### src/fpa_pkg.sv
// Package for the fixed-point ALU: command codes, widths, shared types.
// No dependencies.
package fpa_pkg;
  localparam int DataWidth = 32;
  localparam int FractionBitsDefault = 8;

  typedef enum logic [3:0] {
    CMD_ADD = 4'd0, CMD_SUB = 4'd1, CMD_MUL = 4'd2, CMD_DIV = 4'd3,
    CMD_MIN = 4'd4, CMD_MAX = 4'd5, CMD_TOINT = 4'd6, CMD_FROMINT = 4'd7,
    CMD_INC = 4'd8, CMD_DEC = 4'd9
  } cmd_t;

  typedef struct packed {
    logic                 vld;
    logic                 is_div;
    logic                 neg;
    logic                 dz;
    logic [DataWidth-1:0] other;
    logic [3:0]           flags;
  } ctl_t;
endpackage

### src/fpa_div_cell.sv
// One restoring-division cell: handles one quotient bit per cycle while en is high.
// Depends on fpa_pkg.
module fpa_div_cell import fpa_pkg::*; #(
  parameter int NumW = 40
) (
  input  logic                 clk,
  input  logic                 en,
  input  logic [DataWidth-1:0] div_in,
  input  logic [DataWidth:0]   rem_in,
  input  logic [NumW-1:0]      num_in,
  input  ctl_t                 ctl_in,
  output logic [DataWidth-1:0] div_out,
  output logic [DataWidth:0]   rem_out,
  output logic [NumW-1:0]      num_out,
  output ctl_t                 ctl_out,
  input  logic                 rst
);
  logic [DataWidth+1:0] trial;
  logic [DataWidth:0]   shifted;
  always_comb begin
    shifted = {rem_in[DataWidth-1:0], num_in[NumW-1]};
    trial = {1'b0, shifted} - {2'b0, div_in};
  end
  always_ff @(posedge clk) begin
    if (rst) begin
      ctl_out.vld <= 1'b0;
    end else if (en) begin
      ctl_out <= ctl_in;
    end
    if (en) begin
      div_out <= div_in;
      if (!trial[DataWidth+1]) begin
        rem_out <= trial[DataWidth:0];
        num_out <= {num_in[NumW-2:0], 1'b1};
      end else begin
        rem_out <= shifted;
        num_out <= {num_in[NumW-2:0], 1'b0};
      end
    end
  end
endmodule

### config.mk
export PLATFORM = sky130hd
export DESIGN_NAME = fpa_div_cell
export DESIGN_NICKNAME = d
export VERILOG_FILES = /design/src/fpa_pkg.sv /design/src/fpa_div_cell.sv
export SDC_FILE = /design/constraint.sdc
export NUM_CORES = 1
export LEC_CHECK = 0
export BUFFER_PORTS_ARGS = -buffer_cell sky130_fd_sc_hd__buf_2
export CAP_MARGIN = 20
export CORE_UTILIZATION = 43
export DETAILED_ROUTE_END_ITERATION = 8
export PLACE_DENSITY = 0.75
export SYNTH_ARGS = -nofsm -noshare
export SYNTH_HDL_FRONTEND = slang
export SYNTH_SLANG_ARGS = --single-unit
### constraint.sdc
create_clock -name clk -period 3 [get_ports clk]
set_input_delay 0.3 -clock clk [delete_from_list [all_inputs] [get_ports clk]]
set_output_delay 0.3 -clock clk [all_outputs]
set_load 0.02 [all_outputs]
==> impl_metrics.tcl, run 1 <==
set metrics [dict create \
    peakVddDrop_mv 0.3919 \
    synthCells 471 \
    initial_core_util_pct 44.12 \
    vias 5147 \
    reg2reg_setup_slack_ns 2.41 \
    synth_area_per_cell_um2 14.24 \
    n_antenna_cell 0 \
    die_h_um 126.9 \
    startpoint_type "input pin" \
    synth.area.top_cells "edfxtp_1 (64%), ha_1 (6.0%), mux2_1 (4.2%)" \
    drt-total-wl_um 17120 \
    cts.sinks 145 \
    synthSimpleGateAreaFrac_pct 5.092 \
    die_area_um2 16100 \
    fillers 1202 \
    ant_nets 0 \
    syn-cell-area_um2 6708 \
    gp_congestion 0.8297 \
    place_hpwl_um 13050 \
    area_growth_syn_to_layout_pct 38.46 \
    whs_path_depth 1 \
    worstHoldEndpoint "num_out[38]$_DFFE_PP_" \
    endpoint_kind "flip-flop" \
    clk_latency_ns 0.42 \
    status "finished, final reports clean" \
    cts_tree "yes" \
    via_per_inst 5.106 \
    yosys_warnings 0 \
    leakage_nw 4.259 \
    grt_max_degree 107 \
    final_area_um2 9288 \
    post-route-min-period_ns 2.891 \
    nets 988 \
    post_cts_buffers 0 \
    grt_util_all_layers_pct 21.08 \
    ios 293 \
    grt_pass1_vias 5082 \
    clkSlewWorstSetupHoldPaths_ns 0.07 \
    hold_viol 0 \
    hp-start "num_in[37]" \
    synth_top_area_share_pct 64.47 \
    crit_required_ns 3.17 \
    cts-buffers-inserted 17 \
    hold_path_class "in -> reg" \
    maxCapViolCount 0 \
    rsz0062_at_grt "no" \
    drc 0 \
    utilization_pct 61.09 \
    io_buffers 291 \
    worstPathArrival_ns 3.07 \
    ctsHoldBuffers 0 \
    synthXorXnorAreaFrac_pct 3.787 \
    synth_compound_area_share_pct 11.23 \
    clk_path_buf_depth 2 \
    crit-reg2reg-capture "ctl_out[39]$_SDFFE_PP0P_" \
    die_width_um 126.9 \
    ctsHtreeMaxLevel 4 \
    ys.flop_type "edfxtp_1" \
    yosysTopAreaCell "edfxtp_1" \
    reg2regPathDepth 2 \
    layout-drive-gt1-share_pct 46.22 \
    finClkSkew_ns 0 \
    syn_nets 652 \
    core_area_um2 15200 \
    synth_edf_count 144 \
    first_pass_iters 5 \
    p_per_area_nw_per_um2 634.3 \
    dpl_cell_area_um2 8670 \
    slew_headroom_pct 32.48 \
    path_max_fanout 3 \
    synth-seq-cells 145 \
    clockRootBuffer "clkbuf_16" \
    grt-ovfl-total 0 \
    grt_pass1_wl_um 25570 \
    max_freq_ghz 0.3459 \
    fp-row-count 45 \
    rr_startpoint "ctl_out[39]$_SDFFE_PP0P_" \
    slew_violations 0 \
    tightest_slew_ns 1.011 \
    yosysUniqueCellTypes 56 \
    fin_crit_sh_pct 96.37 \
    synthMostInstantiatedCell "edfxtp_1" \
    synthAdderAreaFrac_pct 6.267 \
    grt_antenna_before_repair 1 \
    ys_seq_area_share_pct 64.76 \
    ctsResizeCount 0 \
    synthArstFlopShare_pct 0 \
    fin_setup_tns_ns 0 \
    synthTopCellsByCount "edfxtp_1 (144), inv_1 (44), ha_1 (32)" \
    drt-initial-drc-count 220 \
    post_drt_wl_per_cell_um 16.98 \
    synth_mux_area_share_pct 5.484 \
    synth_top_family_by_area "compound AO/OA/AOI/OAI gates" \
    setup_viol 0 \
    path_class "in -> reg" \
]
## critical path, cell delays in order
cell and delay [ns]:
buf_2 0.10, inv_1 0.06, ha_2 0.18, inv_1 0.05
fa_1 0.38, a211o_1 0.33, nand3_1 0.13, a21oi_1 0.08
or3b_4 0.41, a221o_1 0.42, a31oi_1 0.24, xnor2_1 0.11
mux2_2 0.27
## state kept, by name, indices dropped and copies added, names as in the netlist
name and cells:
num_out 40, rem_out 33, div_out 32, ctl_out 40
## cells in the final DEF (no fill, tap or decap), types with 3 or more instances in the layout
cell       count
buf_2        290
edfxtp_1     144
inv_1         44
buf_4         38
ha_1          31
a21oi_1       25
mux2_1        25
a21o_1        21
nor2_1        19
o21ai_0       19
xnor2_1       19
clkbuf_16     17
nand2_1       14
xor2_1        10
nand4_1        7
nand3_1        6
o21bai_1       5
mux2_2         5
o21a_1         4
a21boi_0       4
inv_8          4
clkinv_8       4
a211oi_1       3
and3_1         3
a31oi_1        3
mux2i_1        3
inv_6          3
## metrics by stage
stage | setup slack, ns | total power, mW | cells | hold WS (ns)
3_3_place_gp | -0.2384 | 3.756 | 976 | 0.4765
2_1_floorplan | 0.004438 | 3.264 | 471 | 0.3724
6_report | 0.1090 | 5.891 | 1008 | 0.04821
4_1_cts | 0.1413 | 5.950 | 1008 | 0.02917
3_5_place_dp | -0.2792 | 3.770 | 976 | 0.4781
5_1_grt | 0.006486 | 6.108 | 1008 | 0.02869
## worst max path at each step
stage / startpoint / endpoint / slack (ns) / cells past startpoint
2_1_floorplan: num_in[39] / rem_out[30]$_DFFE_PP_ / 0.004 / 12
3_3_place_gp: num_in[39] / rem_out[30]$_DFFE_PP_ / -0.24 / 13
3_5_place_dp: num_in[39] / rem_out[26]$_DFFE_PP_ / -0.28 / 13
4_1_cts: num_in[39] / rem_out[26]$_DFFE_PP_ / 0.14 / 13
5_1_grt: num_in[39] / rem_out[26]$_DFFE_PP_ / 0.006 / 13
6_report: num_in[39] / rem_out[26]$_DFFE_PP_ / 0.11 / 13
## cell families (layout without fill, tap and decap cells)
kind of cell | count (synthesis) | after routing
compound gates | 107 | 107
xor+xnor | 29 | 29
fa+ha+maj | 33 | 33
buf+inv | 58 | 407
flops | 145 | 145
mux | 33 | 33
simple gates | 66 | 66
## power by group
group	leakage [nW]	internal, mW	switching, mW
clock network	0.293	1.20	0.962
logic	2.56	0.503	0.719
registers	1.40	2.46	0.0464
## area by class of cell
type / instances / area (um^2) / share of cell area, %
clock inverters: 15 / 190.2 / 2.048
flip-flops and latches: 145 / 4344 / 46.77
inverters: 45 / 168.9 / 1.819
well taps: 188 / 235.2 / 2.533
multi-input cells: 268 / 2147 / 23.12
repair buffers: 330 / 1777 / 19.13
clock buffers: 17 / 425.4 / 4.580
## layer usage
layer | up-vias | wire length (um) | GRT usage, %
li1 | 2454 | - | -
met1 | 2446 | 6738 | 24.18
met2 | 216 | 8837 | 37.69
met3 | 29 | 1119 | 5.146
met4 | 2 | 416 | 8.543
met5 | - | 9 | 0
Note: power is estimated with default switching activity, not from simulation.
==> run 2, diff against run 1 <==
- CORE_MARGIN: unset -> 10
==> run 2 against run 1 <==
Utilization hardly changed. Critical path depth stayed put. Worst hold slack worse by 0.0014 ns. Die area is 30% higher. Fmax is 3.3% higher. Largest power group unchanged. Critical endpoint is now rem_out[30]$_DFFE_PP_. Routed wire length is 17% higher. Worst setup slack better by 0.094 ns. Register-to-register slack hardly changed. Clock skew stayed put. Clock power is 6% higher.
==> impl_metrics.tcl, run 2 (synthesized netlist as in run 1, its figures left out) <==
set metrics [dict create \
    status "finished, final reports clean" \
    leakage_nw 4.261 \
    post_cts_buffers 0 \
    layout-drive-gt1-share_pct 45.83 \
    clockRootBuffer "clkbuf_16" \
    io_buffers 291 \
    hold_path_class "in -> reg" \
    grt-ovfl-total 0 \
    via_per_inst 4.984 \
    startpoint_type "input pin" \
    fp-row-count 45 \
    maxCapViolCount 0 \
    clkSlewWorstSetupHoldPaths_ns 0.07 \
    grt_antenna_before_repair 1 \
    die_area_um2 20990 \
    dp_slack_ns -0.2556 \
    max_stage_delay_ns 0.40 \
    cp_top_family "compound AO/OA/AOI/OAI gates" \
    final_cells 1027 \
    ctsHtreeMaxLevel 4 \
    max_freq_ghz 0.3575 \
    rsz0062_at_grt "no" \
    clk_latency_ns 0.42 \
    cp_slowest_cell "or3b_4" \
    peakVddDrop_mv 0.3677 \
    slew_headroom_pct 33.32 \
    crit-reg2reg-capture "ctl_out[39]$_SDFFE_PP0P_" \
    core_area_um2 15260 \
    endpoint_kind "flip-flop" \
    whs_path_depth 1 \
    fillers 1244 \
    worstPathArrival_ns 2.97 \
    drt-total-wl_um 20050 \
    ctsHoldBuffers 0 \
    top_regs "ctl_out x40, num_out x40, rem_out x33" \
    die_h_um 144.9 \
    setup_viol 0 \
    cpMostUsedCell "inv_1" \
    grt_util_all_layers_pct 18.04 \
    first_pass_iters 4 \
    ios 293 \
    cts_tree "yes" \
    post-route-min-period_ns 2.797 \
    fin_crit_sh_pct 93.24 \
    cts-buffers-inserted 17 \
    n_antenna_cell 0 \
    vias 5119 \
    ctsResizeCount 0 \
    cts.sinks 145 \
    nets 984 \
    layout_commonest_cell "buf_2" \
    dp_cells 995 \
    slew_violations 0 \
    worst_slack_ns 0.2027 \
    initial_core_util_pct 43.96 \
    reg2reg_setup_slack_ns 2.42 \
    reg2regPathDepth 2 \
    fin_setup_tns_ns 0 \
    grt_max_degree 107 \
    cp_num_buf_inv 3 \
    tightest_slew_ns 0.9981 \
    crit_required_ns 3.17 \
    hold_viol 0 \
    path_cells "buf_2 -> inv_1 -> ha_1 -> inv_1 -> fa_1 -> a211o_1 -> nand3_1 -> a21oi_1 -> or3b_4 -> a221o_1 -> a41oi_2 -> xnor2_1 -> mux2_2" \
    mostFrequentLayoutCells "buf_2 (290), edfxtp_1 (144), inv_1 (44)" \
    power_mw 6.019 \
    die_width_um 144.9 \
    p_per_area_nw_per_um2 645.2 \
    rr_startpoint "ctl_out[39]$_SDFFE_PP0P_" \
    area_growth_syn_to_layout_pct 39.08 \
    ant_nets 0 \
    grt_pass1_vias 5306 \
    hp-start "num_in[11]" \
    grt_pass1_wl_um 28700 \
    gp_congestion 0.8862 \
    post_drt_wl_per_cell_um 19.52 \
    finClkSkew_ns 0 \
    place_hpwl_um 15890 \
    drc 0 \
    drt-initial-drc-count 276 \
    whs_ns 0.04680 \
    path_max_fanout 3 \
    clk_path_buf_depth 2 \
    worstHoldEndpoint "num_out[12]$_DFFE_PP_" \
    path_class "in -> reg" \
]
==> run 2: cell type report <==
class                           count  area [um^2]  area share [%]
Tap cell                          211        264.0           2.830
Timing Repair Buffer              326         1759           18.86
Sequential cell                   145         4344           46.57
Multi-Input combinational cell    268         2145           22.99
Inverter                           45        168.9           1.811
Clock buffer                       17        425.4           4.560
Clock inverter                     15        222.7           2.387
==> run 2: per-stage QoR <==
step | instance area (um^2) | utilization (%)
final | 9329 | 61.14
after global routing | 9329 | 61.14
after CTS | 9329 | 61.14
after detailed placement | 8681 | 56.89
after global placement | 8681 | 56.89
after floorplan | 6708 | -
==> run 2: per-layer routing <==
| metal | track usage, % | up-vias | wire, um |
|---|---|---|---|
| li1 | - | 2450 | - |
| met1 | 19.09 | 2404 | 7154 |
| met2 | 32.44 | 243 | 10430 |
| met3 | 6.943 | 20 | 2192 |
| met4 | 5.372 | 2 | 257 |
| met5 | 0 | - | 13 |
==> run 2: how the worst max path moves through the flow <==
| stage | to | cells after the start | slack, ns | startpoint |
|---|---|---|---|---|
| 2_1_floorplan | rem_out[30]$_DFFE_PP_ | 12 | 0.004 | num_in[39] |
| 3_3_place_gp | rem_out[30]$_DFFE_PP_ | 13 | -0.20 | num_in[39] |
| 3_5_place_dp | rem_out[30]$_DFFE_PP_ | 13 | -0.26 | num_in[39] |
| 4_1_cts | rem_out[30]$_DFFE_PP_ | 13 | 0.20 | num_in[39] |
| 5_1_grt | rem_out[28]$_DFFE_PP_ | 13 | 0.07 | num_in[39] |
| 6_report | rem_out[30]$_DFFE_PP_ | 13 | 0.20 | num_in[39] |
==> run 2: power by group <==
part / switching, mW / internal [mW] / total [mW] / leakage (nW)
registers: 0.0455 / 2.46 / 2.51 / 1.40
logic: 0.733 / 0.501 / 1.23 / 2.55
clock network: 0.923 / 1.35 / 2.28 / 0.309
total: 1.70 / 4.32 / 6.02 / 4.26
==> run 3, diff against run 2 <==
- CORE_ASPECT_RATIO: unset -> 1.4
- clock period: 3 -> 2.4 ns (I/O delays scaled with it)
==> run 3 against run 2 <==
The flow now finishes with violations (negative setup slack). Non-clock buffer count is 178 higher. Total power is 29% higher. Clock skew stayed put. Highest routed layer is now met4. Global-route usage is 3.0 points higher. Cell count is 16% higher. Clock power is 12% higher. Flip-flop and latch count stayed put. Register-to-register slack worse by 0.65 ns. Critical path depth is 1 higher. Via count is 14% higher. First-iteration DRC count is 29% higher. Critical endpoint is now rem_out[8]$_DFFE_PP_.
==> impl_metrics.tcl, run 3 (synthesized netlist as in run 1, its figures left out) <==
set metrics [dict create \
    status "finished, violations left" \
    violations "negative setup slack" \
    layout_commonest_cell "buf_2" \
    grt-ovfl-total 0 \
    startpoint "div_in[1]" \
    io_buffers 291 \
    drt-total-wl_um 23410 \
    maxCapViolCount 0 \
    ant_nets 0 \
    sw_frac_of_total_pct 29.47 \
    grt_pass1_vias 6374 \
    clk_latency_ns 0.41 \
    core_area_um2 15470 \
    post_drt_wl_per_cell_um 19.64 \
    top_layer_used "met4" \
    hold_viol 0 \
    via_per_inst 4.905 \
    path_class "in -> reg" \
    power_switching_mw 2.293 \
    drt-initial-drc-count 356 \
    grt_antenna_before_repair 2 \
    first_pass_iters 4 \
    routed-wl-met2_um 12600 \
    dp_cells 1050 \
    reg2regPathDepth 2 \
    fillers 993 \
    clk_path_buf_depth 2 \
    ctsHtreeMaxLevel 4 \
    power_mw 7.781 \
    die_area_um2 21070 \
    grt_pass1_wl_um 34860 \
    slew_headroom_pct 60.70 \
    worst_slack_ns -0.2046 \
    grt_util_all_layers_pct 21.07 \
    leakage_nw 5.220 \
    place_hpwl_um 16990 \
    fin_crit_sh_pct 108.5 \
    whs_path_depth 1 \
    drc 0 \
    fp-row-count 54 \
    startpoint_type "input pin" \
    ios 293 \
    hold_path_class "in -> reg" \
    slew_violations 0 \
    whs_ns 0.02178 \
    hp-start "div_in[23]" \
    seqPwrFrac_pct 40.5 \
    cts-buffers-inserted 17 \
    endpoint_kind "flip-flop" \
    layout-drive-gt1-share_pct 51.91 \
    final_cells 1192 \
    die_width_um 125.6 \
    mostFrequentLayoutCells "buf_2 (285), edfxtp_1 (144), buf_4 (116)" \
    die_h_um 167.8 \
    post-route-min-period_ns 2.605 \
    initial_core_util_pct 43.35 \
    setup_viol 32 \
    clkPwrFrac_pct 32.8 \
    wl_met3_um 1920 \
    rsz0062_at_grt "yes" \
    grt_max_degree 107 \
    vias 5847 \
    cts_tree "yes" \
    nets 1162 \
    cts.sinks 145 \
    gp_congestion 0.8882 \
    peakVddDrop_mv 0.4117 \
    path_max_fanout 5 \
    tightest_slew_ns 0.5895 \
    wl_met1_um 8190 \
    finClkSkew_ns 0 \
    combPwrFrac_pct 26.8 \
    worstPathArrival_ns 2.76 \
    p_int_mw 5.487 \
    top_regs "ctl_out x40, num_out x40, rem_out x33" \
    rr_startpoint "ctl_out[39]$_SDFFE_PP0P_" \
    crit_required_ns 2.56 \
    area_growth_syn_to_layout_pct 67.38 \
    clkSlewWorstSetupHoldPaths_ns 0.06 \
    clockRootBuffer "clkbuf_16" \
    max_freq_ghz 0.3839 \
    p_per_area_nw_per_um2 693.0 \
]
run 3: power by group through the flow:
stage	registers (mW)	clock network, mW	logic, mW
finish	3.15	2.55	2.08
detailed placement	3.20	0	1.81
floorplan	3.51	0	0.697
global route	3.17	2.71	2.22
global placement	3.19	0	1.78
CTS	3.15	2.61	2.03
run 3: timing repair:
item,4_1_cts,5_1_grt
pin swaps,13,24
hold buffers,83,4
endpoints found under the hold margin,83,4
gates cloned,3,1
setup buffers,11,11
setup endpoints to repair,33,34
gates resized for setup,24,15
run 3: final cells by class:
| class | instances | area (um^2) | share of cell area (%) |
|---|---|---|---|
| diodes | 2 | 5.005 | 0.04458 |
| clock buffers | 18 | 429.2 | 3.823 |
| clock inverters | 14 | 143.9 | 1.282 |
| inverters | 45 | 200.2 | 1.783 |
| multi-input cells | 268 | 2417 | 21.53 |
| flip-flops and latches | 145 | 4344 | 38.69 |
| well taps | 196 | 245.2 | 2.184 |
| repair buffers | 504 | 3442 | 30.66 |
run 3: per-layer routing:
metal / track usage, % / vias to the layer above
li1: - / 2807
met1: 21.52 / 2744
met2: 39.20 / 256
met3: 6.694 / 40
met4: 7.179 / 0
met5: 0 / -
run 3: final timing paths:
| check | to | slack (ns) |
|---|---|---|
| worst min register to register | ctl_out[39]$_SDFFE_PP0P_ | 0.57 |
| worst max register to register | ctl_out[39]$_SDFFE_PP0P_ | 1.77 |
| worst min-delay path | div_out[23]$_DFFE_PP_ | 0.02 |
| worst max-delay path | rem_out[8]$_DFFE_PP_ | -0.20 |
run 3: worst max-delay path: stages:
cell	delay, ns
buf_12	0.11
inv_16	0.04
ha_4	0.18
nor2b_4	0.12
o31a_1	0.27
o2111ai_2	0.24
a211oi_2	0.11
a21o_1	0.21
a41o_1	0.26
o31ai_4	0.29
inv_4	0.06
buf_12	0.15
clkbuf_16	0.16
mux2_4	0.29
run 3: per-stage QoR:
step	instance area, um^2	util [%]	worst slack [ns]	setup TNS, ns
after floorplan	6939	-	-0.3829	-11.32
after global placement	9393	60.71	-0.6225	-19.00
after detailed placement	9393	60.71	-0.6614	-20.84
after CTS	11050	71.43	-0.1585	-3.646
after global routing	11220	72.53	-0.2836	-7.641
final	11230	72.56	-0.2046	-4.969
